## src/hdl/imht_pkg.sv

```systemverilog
// ----------------------------------------------------------------------------
// imht_pkg
// Shared types and constants of the indexed min-heap timer queue.
// ----------------------------------------------------------------------------
`default_nettype none

package imht_pkg;

  // Default sizes of the queue.
  localparam int HEAP_CAPACITY_DEF = 32;
  localparam int ID_COUNT_DEF      = 64;
  localparam int TIME_BITS_DEF     = 32;

  // Field widths of requests and results.
  localparam int ACTION_W  = 3;
  localparam int ID_W      = 6;
  localparam int TIMEOUT_W = 24;
  localparam int ELAPSED_W = 8;
  localparam int KIND_W    = 2;
  localparam int WAIT_W    = 25;
  localparam int STATUS_W  = 2;
  localparam int IN_TDATA_W  = 40;
  localparam int OUT_TDATA_W = 40;

  // A tick reports at most this many expired timers.
  localparam int MAX_FIRES = 32;
  localparam int FIRE_W    = 6;

  localparam logic [TIMEOUT_W-1:0] WAIT_MAX = '1;

  typedef enum logic [ACTION_W-1:0] {
    ACT_SET   = 3'd0,
    ACT_REARM = 3'd1,
    ACT_FIRE  = 3'd2,
    ACT_TICK  = 3'd3,
    ACT_CLEAR = 3'd4
  } action_t;

  typedef enum logic [KIND_W-1:0] {
    KIND_FIRED  = 2'd0,
    KIND_WAIT   = 2'd1,
    KIND_STATUS = 2'd2
  } kind_t;

  typedef enum logic [STATUS_W-1:0] {
    ST_OK      = 2'd0,
    ST_UNKNOWN = 2'd1,
    ST_FULL    = 2'd2
  } status_t;

  typedef enum logic [3:0] {
    OP_NONE,
    OP_LOAD,
    OP_CLEAR,
    OP_INS_START,
    OP_REARM_START,
    OP_REMOVE,
    OP_REM_LOAD,
    OP_SD_READ,
    OP_SD_STEP,
    OP_SU_READ,
    OP_SU_STEP,
    OP_PLACE,
    OP_TICK_START,
    OP_TICK_READ,
    OP_EMIT
  } dp_op_t;

  typedef struct packed {
    dp_op_t  op;
    kind_t   res_kind;
    status_t res_status;
    logic    res_last;
    logic    from_top;
  } dp_cmd_t;

  typedef struct packed {
    logic [ACTION_W-1:0] act;
    logic known;
    logic id_ok;
    logic full;
    logic rem_tail;
    logic sd_end;
    logic sd_stop;
    logic su_end;
    logic su_stop;
    logic moved;
    logic expired;
    logic out_free;
  } dp_stat_t;

endpackage

`default_nettype wire

```

## src/hdl/imht_dp.sv

```systemverilog
// ----------------------------------------------------------------------------
// imht_dp
// Datapath: heap memories, id-to-slot map, clock, hole registers, result reg.
// ----------------------------------------------------------------------------
`default_nettype none

module imht_dp #(
  parameter int HEAP_CAPACITY = imht_pkg::HEAP_CAPACITY_DEF,
  parameter int ID_COUNT      = imht_pkg::ID_COUNT_DEF,
  parameter int TIME_BITS     = imht_pkg::TIME_BITS_DEF
) (
  input  wire logic                            clk,
  input  wire logic                            rst,
  input  wire logic [imht_pkg::ACTION_W-1:0]   in_action,
  input  wire logic [imht_pkg::ID_W-1:0]       in_id,
  input  wire logic [imht_pkg::TIMEOUT_W-1:0]  in_timeout,
  input  wire logic [imht_pkg::ELAPSED_W-1:0]  in_elapsed,
  input  wire imht_pkg::dp_cmd_t               cmd,
  output imht_pkg::dp_stat_t                   stat,
  output logic                                 out_valid,
  input  wire logic                            out_ready,
  output logic [imht_pkg::KIND_W-1:0]          out_kind,
  output logic [imht_pkg::ID_W-1:0]            out_id,
  output logic [imht_pkg::WAIT_W-1:0]          out_wait,
  output logic [imht_pkg::STATUS_W-1:0]        out_status,
  output logic                                 out_last
);

  localparam int SW = (HEAP_CAPACITY > 1) ? $clog2(HEAP_CAPACITY) : 1;
  localparam int CW = $clog2(HEAP_CAPACITY + 1);
  localparam int KW = SW + 2;
  localparam int IW = (ID_COUNT > 1) ? $clog2(ID_COUNT) : 1;
  localparam int WW = (TIME_BITS > imht_pkg::WAIT_W) ? TIME_BITS : imht_pkg::WAIT_W;

  typedef logic [TIME_BITS-1:0] tm_t;
  typedef logic [imht_pkg::ID_W-1:0] id_t;

  function automatic logic earlier(input tm_t a, input tm_t b);
    tm_t d;
    d = a - b;
    return d[TIME_BITS-1];
  endfunction

  // Memories.
  tm_t          hp_dl  [HEAP_CAPACITY];
  id_t          hp_own [HEAP_CAPACITY];
  logic [SW-1:0] smap  [ID_COUNT];

  // Request and working registers.
  logic [imht_pkg::ACTION_W-1:0] act_r;
  id_t                 id_r;
  tm_t                 dl_r;
  logic [imht_pkg::ELAPSED_W-1:0] el_r;
  tm_t                 cur_time;
  logic [CW-1:0]       count;
  logic [CW-1:0]       lim;
  logic [SW-1:0]       pos;
  tm_t                 e_dl;
  id_t                 e_own;
  logic                moved;
  logic [imht_pkg::FIRE_W-1:0] fires;
  logic [ID_COUNT-1:0] present;
  tm_t                 ra_dl, rb_dl;
  id_t                 ra_own, rb_own;
  logic [SW-1:0]       slot_rd;

  // Memory port controls.
  logic          rd_a, rd_b, hp_we, sm_we;
  logic [SW-1:0] ra_addr, rb_addr, hp_waddr, sm_wdata;
  tm_t           hp_wdl;
  id_t           hp_wown;
  logic [IW-1:0] sm_waddr;

  logic [KW-1:0] k, kp1, lim_k;
  logic          c_sel;
  tm_t           c_dl;
  id_t           c_own;
  logic [SW-1:0] c_idx, parent;
  logic [CW-1:0] count_m1;
  logic [SW-1:0] rem_pos;
  id_t           rem_id;
  logic          out_free;
  tm_t           diff;
  logic [WW-1:0] diff_w;
  logic [imht_pkg::WAIT_W-1:0] wait_val;

  assign k        = KW'({pos, 1'b1});
  assign kp1      = k + KW'(1);
  assign lim_k    = KW'(lim);
  assign c_sel    = (kp1 < lim_k) && earlier(rb_dl, ra_dl);
  assign c_dl     = c_sel ? rb_dl : ra_dl;
  assign c_own    = c_sel ? rb_own : ra_own;
  assign c_idx    = c_sel ? kp1[SW-1:0] : k[SW-1:0];
  assign parent   = SW'((pos - SW'(1)) >> 1);
  assign count_m1 = count - CW'(1);
  assign rem_pos  = cmd.from_top ? '0 : slot_rd;
  assign rem_id   = cmd.from_top ? ra_own : id_r;
  assign out_free = !out_valid || out_ready;

  // Time to the earliest deadline, clamped; all ones when the queue is empty.
  assign diff   = ra_dl - cur_time;
  assign diff_w = WW'(diff);
  always_comb begin
    if (count == '0) begin
      wait_val = '1;
    end else if (!earlier(cur_time, ra_dl)) begin
      wait_val = '0;
    end else if (diff_w > WW'(imht_pkg::WAIT_MAX)) begin
      wait_val = {1'b0, imht_pkg::WAIT_MAX};
    end else begin
      wait_val = {1'b0, diff_w[imht_pkg::TIMEOUT_W-1:0]};
    end
  end

  always_comb begin
    stat.act      = act_r;
    stat.id_ok    = int'(id_r) < ID_COUNT;
    stat.known    = stat.id_ok && present[IW'(id_r)];
    stat.full     = count >= CW'(HEAP_CAPACITY);
    stat.rem_tail = KW'(pos) >= lim_k;
    stat.sd_end   = k >= lim_k;
    stat.sd_stop  = earlier(e_dl, c_dl);
    stat.su_end   = pos == '0;
    stat.su_stop  = earlier(ra_dl, e_dl);
    stat.moved    = moved;
    stat.expired  = (count != '0) && (int'(fires) < imht_pkg::MAX_FIRES) &&
                    !earlier(cur_time, ra_dl);
    stat.out_free = out_free;
  end

  // Memory port selection for each command.
  always_comb begin
    rd_a     = 1'b0;
    rd_b     = 1'b0;
    ra_addr  = '0;
    rb_addr  = '0;
    hp_we    = 1'b0;
    hp_waddr = pos;
    hp_wdl   = e_dl;
    hp_wown  = e_own;
    sm_we    = 1'b0;
    sm_waddr = IW'(e_own);
    sm_wdata = pos;
    unique case (cmd.op)
      imht_pkg::OP_REMOVE: begin
        rd_a    = 1'b1;
        ra_addr = SW'(count_m1);
      end
      imht_pkg::OP_SD_READ: begin
        rd_a    = 1'b1;
        rd_b    = 1'b1;
        ra_addr = k[SW-1:0];
        rb_addr = kp1[SW-1:0];
      end
      imht_pkg::OP_SD_STEP: begin
        hp_we    = 1'b1;
        hp_wdl   = c_dl;
        hp_wown  = c_own;
        sm_we    = 1'b1;
        sm_waddr = IW'(c_own);
      end
      imht_pkg::OP_SU_READ: begin
        rd_a    = 1'b1;
        ra_addr = parent;
      end
      imht_pkg::OP_SU_STEP: begin
        hp_we    = 1'b1;
        hp_wdl   = ra_dl;
        hp_wown  = ra_own;
        sm_we    = 1'b1;
        sm_waddr = IW'(ra_own);
      end
      imht_pkg::OP_PLACE: begin
        hp_we = 1'b1;
        sm_we = 1'b1;
      end
      imht_pkg::OP_TICK_START, imht_pkg::OP_TICK_READ: begin
        rd_a = 1'b1;
      end
      default: begin
      end
    endcase
  end

  always_ff @(posedge clk) begin
    if (hp_we) begin
      hp_dl[hp_waddr]  <= hp_wdl;
      hp_own[hp_waddr] <= hp_wown;
    end
    if (rd_a) begin
      ra_dl  <= hp_dl[ra_addr];
      ra_own <= hp_own[ra_addr];
    end
    if (rd_b) begin
      rb_dl  <= hp_dl[rb_addr];
      rb_own <= hp_own[rb_addr];
    end
    if (sm_we) begin
      smap[sm_waddr] <= sm_wdata;
    end
    if (cmd.op == imht_pkg::OP_LOAD) begin
      slot_rd <= smap[IW'(in_id)];
    end
  end

  // Payload registers.
  always_ff @(posedge clk) begin
    unique case (cmd.op)
      imht_pkg::OP_LOAD: begin
        act_r <= in_action;
        id_r  <= in_id;
        el_r  <= in_elapsed;
        dl_r  <= cur_time + TIME_BITS'(in_timeout);
      end
      imht_pkg::OP_INS_START: begin
        pos   <= SW'(count);
        e_dl  <= dl_r;
        e_own <= id_r;
      end
      imht_pkg::OP_REARM_START: begin
        pos   <= slot_rd;
        lim   <= count;
        e_dl  <= dl_r;
        e_own <= id_r;
      end
      imht_pkg::OP_REMOVE: begin
        pos <= rem_pos;
        lim <= count_m1;
      end
      imht_pkg::OP_REM_LOAD: begin
        e_dl  <= ra_dl;
        e_own <= ra_own;
      end
      imht_pkg::OP_SD_STEP: pos <= c_idx;
      imht_pkg::OP_SU_STEP: pos <= parent;
      default: begin
      end
    endcase
    if (cmd.op == imht_pkg::OP_EMIT) begin
      out_kind   <= cmd.res_kind;
      out_id     <= '0;
      out_wait   <= (cmd.res_kind == imht_pkg::KIND_WAIT) ? wait_val : '0;
      out_status <= cmd.res_status;
      out_last   <= cmd.res_last;
    end else if (cmd.op == imht_pkg::OP_REMOVE) begin
      out_kind   <= imht_pkg::KIND_FIRED;
      out_id     <= rem_id;
      out_wait   <= '0;
      out_status <= imht_pkg::ST_OK;
      out_last   <= cmd.res_last;
    end
  end

  // Control registers.
  always_ff @(posedge clk) begin
    if (rst) begin
      cur_time  <= '0;
      count     <= '0;
      present   <= '0;
      moved     <= 1'b0;
      fires     <= '0;
      out_valid <= 1'b0;
    end else begin
      if (cmd.op == imht_pkg::OP_EMIT || cmd.op == imht_pkg::OP_REMOVE) begin
        out_valid <= 1'b1;
      end else if (out_ready) begin
        out_valid <= 1'b0;
      end
      unique case (cmd.op)
        imht_pkg::OP_CLEAR: begin
          count   <= '0;
          present <= '0;
        end
        imht_pkg::OP_INS_START: begin
          count              <= count + CW'(1);
          present[IW'(id_r)] <= 1'b1;
        end
        imht_pkg::OP_REARM_START, imht_pkg::OP_REM_LOAD: moved <= 1'b0;
        imht_pkg::OP_REMOVE: begin
          count                <= count_m1;
          present[IW'(rem_id)] <= 1'b0;
          fires                <= fires + imht_pkg::FIRE_W'(1);
        end
        imht_pkg::OP_SD_STEP: moved <= 1'b1;
        imht_pkg::OP_TICK_START: begin
          cur_time <= cur_time + TIME_BITS'(el_r);
          fires    <= '0;
        end
        default: begin
        end
      endcase
    end
  end

endmodule

`default_nettype wire

```

## src/hdl/imht_ctrl.sv

```systemverilog
// ----------------------------------------------------------------------------
// imht_ctrl
// Controller: sequences requests, sifts and result emission.
// ----------------------------------------------------------------------------
`default_nettype none

module imht_ctrl (
  input  wire logic               clk,
  input  wire logic               rst,
  input  wire logic               in_valid,
  output logic                    in_ready,
  input  wire imht_pkg::dp_stat_t stat,
  output imht_pkg::dp_cmd_t       cmd
);

  typedef enum logic [3:0] {
    S_IDLE, S_DECODE, S_RM, S_TK_CHK, S_REM_LD, S_SD_RD, S_SD_CMP,
    S_SU_RD, S_SU_CMP, S_PLACE, S_FINISH, S_EMIT
  } state_t;

  state_t             state, state_next;
  imht_pkg::kind_t    res_kind, res_kind_next;
  imht_pkg::status_t  res_status, res_status_next;
  logic               is_tick;

  assign is_tick  = stat.act == imht_pkg::ACT_TICK;
  assign in_ready = state == S_IDLE;

  always_comb begin
    state_next      = state;
    res_kind_next   = res_kind;
    res_status_next = res_status;
    cmd.op          = imht_pkg::OP_NONE;
    cmd.res_kind    = res_kind;
    cmd.res_status  = res_status;
    cmd.res_last    = 1'b1;
    cmd.from_top    = is_tick;
    unique case (state)
      S_IDLE: begin
        if (in_valid) begin
          cmd.op     = imht_pkg::OP_LOAD;
          state_next = S_DECODE;
        end
      end
      S_DECODE: begin
        res_kind_next   = imht_pkg::KIND_STATUS;
        res_status_next = imht_pkg::ST_OK;
        unique case (stat.act)
          imht_pkg::ACT_SET: begin
            if (stat.known) begin
              cmd.op     = imht_pkg::OP_REARM_START;
              state_next = S_SD_RD;
            end else if (!stat.id_ok) begin
              res_status_next = imht_pkg::ST_UNKNOWN;
              state_next      = S_EMIT;
            end else if (stat.full) begin
              res_status_next = imht_pkg::ST_FULL;
              state_next      = S_EMIT;
            end else begin
              cmd.op     = imht_pkg::OP_INS_START;
              state_next = S_SU_RD;
            end
          end
          imht_pkg::ACT_REARM: begin
            if (stat.known) begin
              cmd.op     = imht_pkg::OP_REARM_START;
              state_next = S_SD_RD;
            end else begin
              res_status_next = imht_pkg::ST_UNKNOWN;
              state_next      = S_EMIT;
            end
          end
          imht_pkg::ACT_FIRE: begin
            if (stat.known) begin
              state_next = S_RM;
            end else begin
              res_status_next = imht_pkg::ST_UNKNOWN;
              state_next      = S_EMIT;
            end
          end
          imht_pkg::ACT_TICK: begin
            cmd.op     = imht_pkg::OP_TICK_START;
            state_next = S_TK_CHK;
          end
          imht_pkg::ACT_CLEAR: begin
            cmd.op     = imht_pkg::OP_CLEAR;
            state_next = S_EMIT;
          end
          default: state_next = S_IDLE;
        endcase
      end
      S_RM: begin
        cmd.res_last = !is_tick;
        if (stat.out_free) begin
          cmd.op     = imht_pkg::OP_REMOVE;
          state_next = S_REM_LD;
        end
      end
      S_TK_CHK: begin
        if (stat.expired) begin
          state_next = S_RM;
        end else begin
          res_kind_next   = imht_pkg::KIND_WAIT;
          res_status_next = imht_pkg::ST_OK;
          state_next      = S_EMIT;
        end
      end
      S_REM_LD: begin
        if (stat.rem_tail) begin
          state_next = S_FINISH;
        end else begin
          cmd.op     = imht_pkg::OP_REM_LOAD;
          state_next = S_SD_RD;
        end
      end
      S_SD_RD: begin
        if (stat.sd_end) begin
          state_next = stat.moved ? S_PLACE : S_SU_RD;
        end else begin
          cmd.op     = imht_pkg::OP_SD_READ;
          state_next = S_SD_CMP;
        end
      end
      S_SD_CMP: begin
        if (stat.sd_stop) begin
          state_next = stat.moved ? S_PLACE : S_SU_RD;
        end else begin
          cmd.op     = imht_pkg::OP_SD_STEP;
          state_next = S_SD_RD;
        end
      end
      S_SU_RD: begin
        if (stat.su_end) begin
          state_next = S_PLACE;
        end else begin
          cmd.op     = imht_pkg::OP_SU_READ;
          state_next = S_SU_CMP;
        end
      end
      S_SU_CMP: begin
        if (stat.su_stop) begin
          state_next = S_PLACE;
        end else begin
          cmd.op     = imht_pkg::OP_SU_STEP;
          state_next = S_SU_RD;
        end
      end
      S_PLACE: begin
        cmd.op     = imht_pkg::OP_PLACE;
        state_next = S_FINISH;
      end
      S_FINISH: begin
        if (is_tick) begin
          cmd.op     = imht_pkg::OP_TICK_READ;
          state_next = S_TK_CHK;
        end else if (stat.act == imht_pkg::ACT_FIRE) begin
          state_next = S_IDLE;
        end else begin
          res_kind_next   = imht_pkg::KIND_STATUS;
          res_status_next = imht_pkg::ST_OK;
          state_next      = S_EMIT;
        end
      end
      S_EMIT: begin
        if (stat.out_free) begin
          cmd.op     = imht_pkg::OP_EMIT;
          state_next = S_IDLE;
        end
      end
      default: state_next = S_IDLE;
    endcase
  end

  always_ff @(posedge clk) begin
    if (rst) begin
      state      <= S_IDLE;
      res_kind   <= imht_pkg::KIND_STATUS;
      res_status <= imht_pkg::ST_OK;
    end else begin
      state      <= state_next;
      res_kind   <= res_kind_next;
      res_status <= res_status_next;
    end
  end

endmodule

`default_nettype wire

```

## src/hdl/indexed_min_heap_timer.sv

```systemverilog
// Timing: a set or re-arm registers its status result after its sift, which takes a
// read step and a compare step per heap level.
// A tick advances the clock, then removes and reports each expired timer in turn,
// and a result the receiver has not taken yet holds the controller until it leaves.
// Throughput: one request at a time; the next is accepted once the controller is
// idle, while the last result may still wait. Reset: synchronous rst empties the queue.
// ----------------------------------------------------------------------------
// indexed_min_heap_timer
// Timer queue keyed by id, kept as a binary min-heap with an id-to-slot map.
// ----------------------------------------------------------------------------
`default_nettype none

module indexed_min_heap_timer #(
  parameter int HEAP_CAPACITY = imht_pkg::HEAP_CAPACITY_DEF,
  parameter int ID_COUNT      = imht_pkg::ID_COUNT_DEF,
  parameter int TIME_BITS     = imht_pkg::TIME_BITS_DEF
) (
  input  wire logic                              clk,
  input  wire logic                              rst,
  input  wire logic                              s_axis_tvalid,
  output logic                                   s_axis_tready,
  // timer_id [5:0], timeout_ms [29:6], elapsed_ms [37:30], zero pad [39:38].
  input  wire logic [imht_pkg::IN_TDATA_W-1:0]   s_axis_tdata,
  // action [2:0].
  input  wire logic [imht_pkg::ACTION_W-1:0]     s_axis_tuser,
  output logic                                   m_axis_tvalid,
  input  wire logic                              m_axis_tready,
  // fired_id [5:0], wait_ms [30:6], status [32:31], zero pad [39:33].
  output logic [imht_pkg::OUT_TDATA_W-1:0]       m_axis_tdata,
  // kind [1:0].
  output logic [imht_pkg::KIND_W-1:0]            m_axis_tuser,
  output logic                                   m_axis_tlast
);

  imht_pkg::dp_cmd_t  cmd;
  imht_pkg::dp_stat_t stat;

  logic [imht_pkg::ID_W-1:0]     out_id;
  logic [imht_pkg::WAIT_W-1:0]   out_wait;
  logic [imht_pkg::STATUS_W-1:0] out_status;

  // The controller walks each request through decode, sift and emit steps.
  imht_ctrl u_ctrl (
    .clk      (clk),
    .rst      (rst),
    .in_valid (s_axis_tvalid),
    .in_ready (s_axis_tready),
    .stat     (stat),
    .cmd      (cmd)
  );

  // The datapath holds the heap, the slot map, the clock and the result register.
  imht_dp #(
    .HEAP_CAPACITY (HEAP_CAPACITY),
    .ID_COUNT      (ID_COUNT),
    .TIME_BITS     (TIME_BITS)
  ) u_dp (
    .clk        (clk),
    .rst        (rst),
    .in_action  (s_axis_tuser),
    .in_id      (s_axis_tdata[5:0]),
    .in_timeout (s_axis_tdata[29:6]),
    .in_elapsed (s_axis_tdata[37:30]),
    .cmd        (cmd),
    .stat       (stat),
    .out_valid  (m_axis_tvalid),
    .out_ready  (m_axis_tready),
    .out_kind   (m_axis_tuser),
    .out_id     (out_id),
    .out_wait   (out_wait),
    .out_status (out_status),
    .out_last   (m_axis_tlast)
  );

  // Result fields are packed from the lowest bit up.
  assign m_axis_tdata = {7'd0, out_status, out_wait, out_id};

`ifndef SYNTHESIS
  // Only a wait report carries a wait value.
  a_wait_only: assert property (@(posedge clk) disable iff (rst)
    m_axis_tvalid && (m_axis_tuser != imht_pkg::KIND_WAIT) |-> m_axis_tdata[30:6] == '0)
    else $error("wait field set outside a wait report");

  // Only a fired report carries an id.
  a_id_only: assert property (@(posedge clk) disable iff (rst)
    m_axis_tvalid && (m_axis_tuser != imht_pkg::KIND_FIRED) |-> m_axis_tdata[5:0] == '0)
    else $error("id field set outside a fired report");

  // A status result is always the final result of its request.
  a_status_last: assert property (@(posedge clk) disable iff (rst)
    m_axis_tvalid && (m_axis_tuser == imht_pkg::KIND_STATUS) |-> m_axis_tlast)
    else $error("status result not marked last");
`endif

endmodule

`default_nettype wire

```

## config.mk

```make
export PLATFORM = sky130hd
export DESIGN_NAME = indexed_min_heap_timer
export DESIGN_NICKNAME = d
export VERILOG_FILES = /design/src/hdl/imht_pkg.sv /design/src/hdl/imht_dp.sv /design/src/hdl/imht_ctrl.sv /design/src/hdl/indexed_min_heap_timer.sv
export SDC_FILE = /design/constraint.sdc
export NUM_CORES = 2
export LEC_CHECK = 0
export BUFFER_PORTS_ARGS = -buffer_cell sky130_fd_sc_hd__buf_2
export CAP_MARGIN = 40
export CORE_MARGIN = 8
export CORE_UTILIZATION = 45
export CTS_CLUSTER_SIZE = 30
export DETAILED_ROUTE_END_ITERATION = 8
export GPL_TIMING_DRIVEN = 1
export HOLD_SLACK_MARGIN = 0.02
export SYNTH_ARGS = -nofsm -noshare
export SYNTH_HDL_FRONTEND = slang
export SYNTH_SLANG_ARGS = --single-unit
```

## constraint.sdc

```tcl
create_clock -name clk -period 29.6 [get_ports clk]
set_input_delay 2.96 -clock clk [delete_from_list [all_inputs] [get_ports clk]]
set_output_delay 2.96 -clock clk [all_outputs]
set_load 0.03 [all_outputs]
```

==> flow_summary.ini <==
[outcome]
outcome = finished clean

[routing]
drc = 0
drtAntennaViolNets = 0
drt_iter0_markers = 7076
wl_per_cell_um = 27.8
postRouteWirelength_um = 263000
vias = 58690
viasPerCell = 6.21
dr.pass1.iters = 6

[worst_setup_path]
slowest_delay_ns = 0.78
criticalPathCategory = register to register
worstPathMaxFanout = 70
cp-start-kind = register
cp.arrival_ns = 12.80
worstPathRequired_ns = 30.18
r2r_cells = 32
endpoint_kind = register
timing.rr.start = u_dp.hp_waddr[0]
path_buf_inv = 7
startpoint = u_dp.hp_waddr[0]
cp_top_family = buffers and inverters
cpMaxStageDelayCell = o41ai_1
cp_num_cells = 32
path_common_cell = buf_4

[synthesis]
synth_cell_types = 92
synthesis.instances = 6729
yosysWarnings = 0
synthArstFlopShare_pct = 0
ys_seq_elements = 1869
yosysSeqAreaShare_pct = 63.1
avgSynthCellArea_um2 = 12.9
synth_edf_count = 1745
synth_flop_cell = edfxtp_1
syn_area_um2 = 87000

[clock_network]
post_cts_resized = 0
post_cts_buffers = 0
cts_tree = built
clock_path_buffers = 3
clock_latency_ns = 0.85
clk_pin_slew_ns = 0.06
hold_buffers = 0
h-tree-depth = 4
cts_root_buf = clkbuf_16
cts.sinks = 1869
numCtsBuffers = 192

[final_layout]
area_growth_pct = 12.5
nFillCells = 16223
drive_above_1_share_pct = 13.4
fin_nets = 7028
post-route-util_pct = 50.8
regArea_um2 = 54900
multi_input_area_um2 = 29900

[global_route]
antenna_found_initial = 10
grt_use_met3_pct = 4.00
met1_usage_pct = 33.7
track_usage_pct = 24.4
grt_pass1_wl_um = 382000
grt_overflow = 0
grt_max_degree = 112
grt_busiest_layer = met2
grt_pass1_vias = 56084
met2_usage_pct = 39.0

[placed_design]
place.detailed.hpwl_um = 160000
io_buffers = 82
gp_congestion = 0.870

[worst_hold_path]
hold_depth = 2
min_path_type = register to register
hp-start = u_dp.present[30]

[timing]
final-hold-violation-count = 0
tns_ns = 0
drv_slew = 0
fin_crit_sh_pct = 41.3
holdWs_ns = 0.472
slew_headroom_pct = 35.6
min_period_ns = 12.22
final-setup-viol-count = 0
finClkSkew_ns = 0.0625
clock.fmax_mhz = 81.9
worstMarginPinSlew_ns = 0.966
rsz0062_at_grt = false

[floorplan]
row_count = 161
initial_core_util_pct = 45.2
core_area_um2 = 192000
die_w_um = 456
die_area_um2 = 208000
fp.dieH_um = 456
pin_count = 92

[flow_run]
maxCapViolCount = 0

[power_and_ir_drop]
power_frac_seq_pct = 36.4
swShare_pct = 39.5
internal_power_mw = 6.38
pwr-share-clk_pct = 23.4
ir_drop_mv = 0.127
finalPower_mw = 10.5
p_sw_mw = 4.16
power.density_nw_per_um2 = 108
power.combinational.fraction_pct = 40.1
p_leak_nw = 33.3
## routing by layer
| metal | routed length, um | share of wire [%] |
|---|---|---|
| met3 | 23500 | 9.0 |
| met5 | 0 | 0 |
| met2 | 122000 | 46 |
| met4 | 10000 | 3.8 |
| met1 | 107000 | 41 |
## Yosys cell counts (45+ instances only)
library cell,count,share of area [%]
a21oi_1,330,1.9
nand2_1,968,4.2
edfxtp_1,1745,60
mux4_2,192,5.0
xnor2_1,70,0.70
nor3_1,45,0.26
and3_1,205,1.5
a31oi_1,211,1.5
a211oi_1,326,2.8
nor2b_1,114,0.82
clkbuf_1,285,1.2
a21o_1,45,0.39
nor2_1,337,1.5
o22ai_1,120,0.86
o21ai_0,185,1.1
dfxtp_1,124,2.9
nand3_1,204,1.2
ha_1,212,3.0
inv_1,156,0.67
buf_2,71,0.41
mux2i_1,207,2.4
nand4_1,66,0.47
## power by group through the flow
stage          registers [mW]  clock network [mW]  logic [mW]
2_1_floorplan            3.84                   0        2.66
3_3_place_gp             3.90                   0        3.94
3_5_place_dp             3.88                   0        4.17
4_1_cts                  3.83                2.50        4.18
5_1_grt                  3.85                2.60        4.55
6_report                 3.84                2.47        4.23
## cell type report
type                    count  share of cell area [%]
flip-flops and latches   1869                    56.1
multi-input cells        4262                    30.6
clock buffers             237                    5.23
well taps                2526                    3.23
repair buffers            283                    2.92
clock inverters           112                    1.32
inverters                 158                   0.606
diodes                      3                 0.00767
## worst paths after layout
check | slack (ns) | to
min | 0.47 | u_dp.present[30]
min reg2reg | 0.47 | u_dp.present[30]
max reg2reg | 17.39 | u_dp.ra_dl[21]
max | 17.39 | u_dp.ra_dl[21]
## cells by family (layout without fill, tap and decap cells)
logic type / Yosys count / count (layout) / synth area share, %
buf+inv: 604 / 790 / 3.06
other cells: 1 / 10 / 0.00431
compound gates: 1402 / 1402 / 10.4
mux: 445 / 445 / 7.97
xor+xnor: 103 / 103 / 1.04
simple gates: 2090 / 2090 / 11.3
fa+ha+maj: 215 / 215 / 3.12
flops: 1869 / 1869 / 63.1
## placed cells by master (no fill, tap or decap), types with 185 or more instances in the layout
cell,synthesis,routed
ha_1,212,212
mux4_2,192,192
o21ai_0,185,185
mux2i_1,207,207
a31oi_1,211,211
edfxtp_1,1745,1745
nand2_1,968,963
a211oi_1,326,326
a21oi_1,330,329
nor2_1,337,303
clkbuf_16,0,195
and3_1,205,205
nand3_1,204,203
## sequential cells by signal, indices dropped and copies added (netlist names), 6 cells and up
name	flops
u_dp.el_r	8
u_dp.fires	6
u_dp.cur_time	32
u_dp.rb_dl	32
u_dp.out_wait	25
u_dp.out_id	6
u_dp.lim	6
u_dp.dl_r	32
u_dp.id_r	6
u_dp.ra_dl	32
u_dp.smap	320
u_dp.e_dl	32
u_dp.present	64
u_dp.rb_own	6
u_dp.e_own	6
u_dp.count	6
u_dp.hp_own	192
u_dp.hp_dl	1024
u_dp.ra_own	6
## metrics by stage
stage                     instances  worst slack (ns)  cell area [um2]
after floorplan                6735             18.74            87000
after global placement         9023             17.22            90000
after detailed placement       9095             17.39            91400
after CTS                      9444             17.36            97800
after global routing           9448             16.73            97800
final                          9450             17.39            97800
## worst min-delay path: cells and delay by family, from the launching register on
family | cells | cell delay [ns]
flops | 1 | 0.31
compound gates | 2 | 0.12
Note: power is estimated with default switching activity, not from simulation.
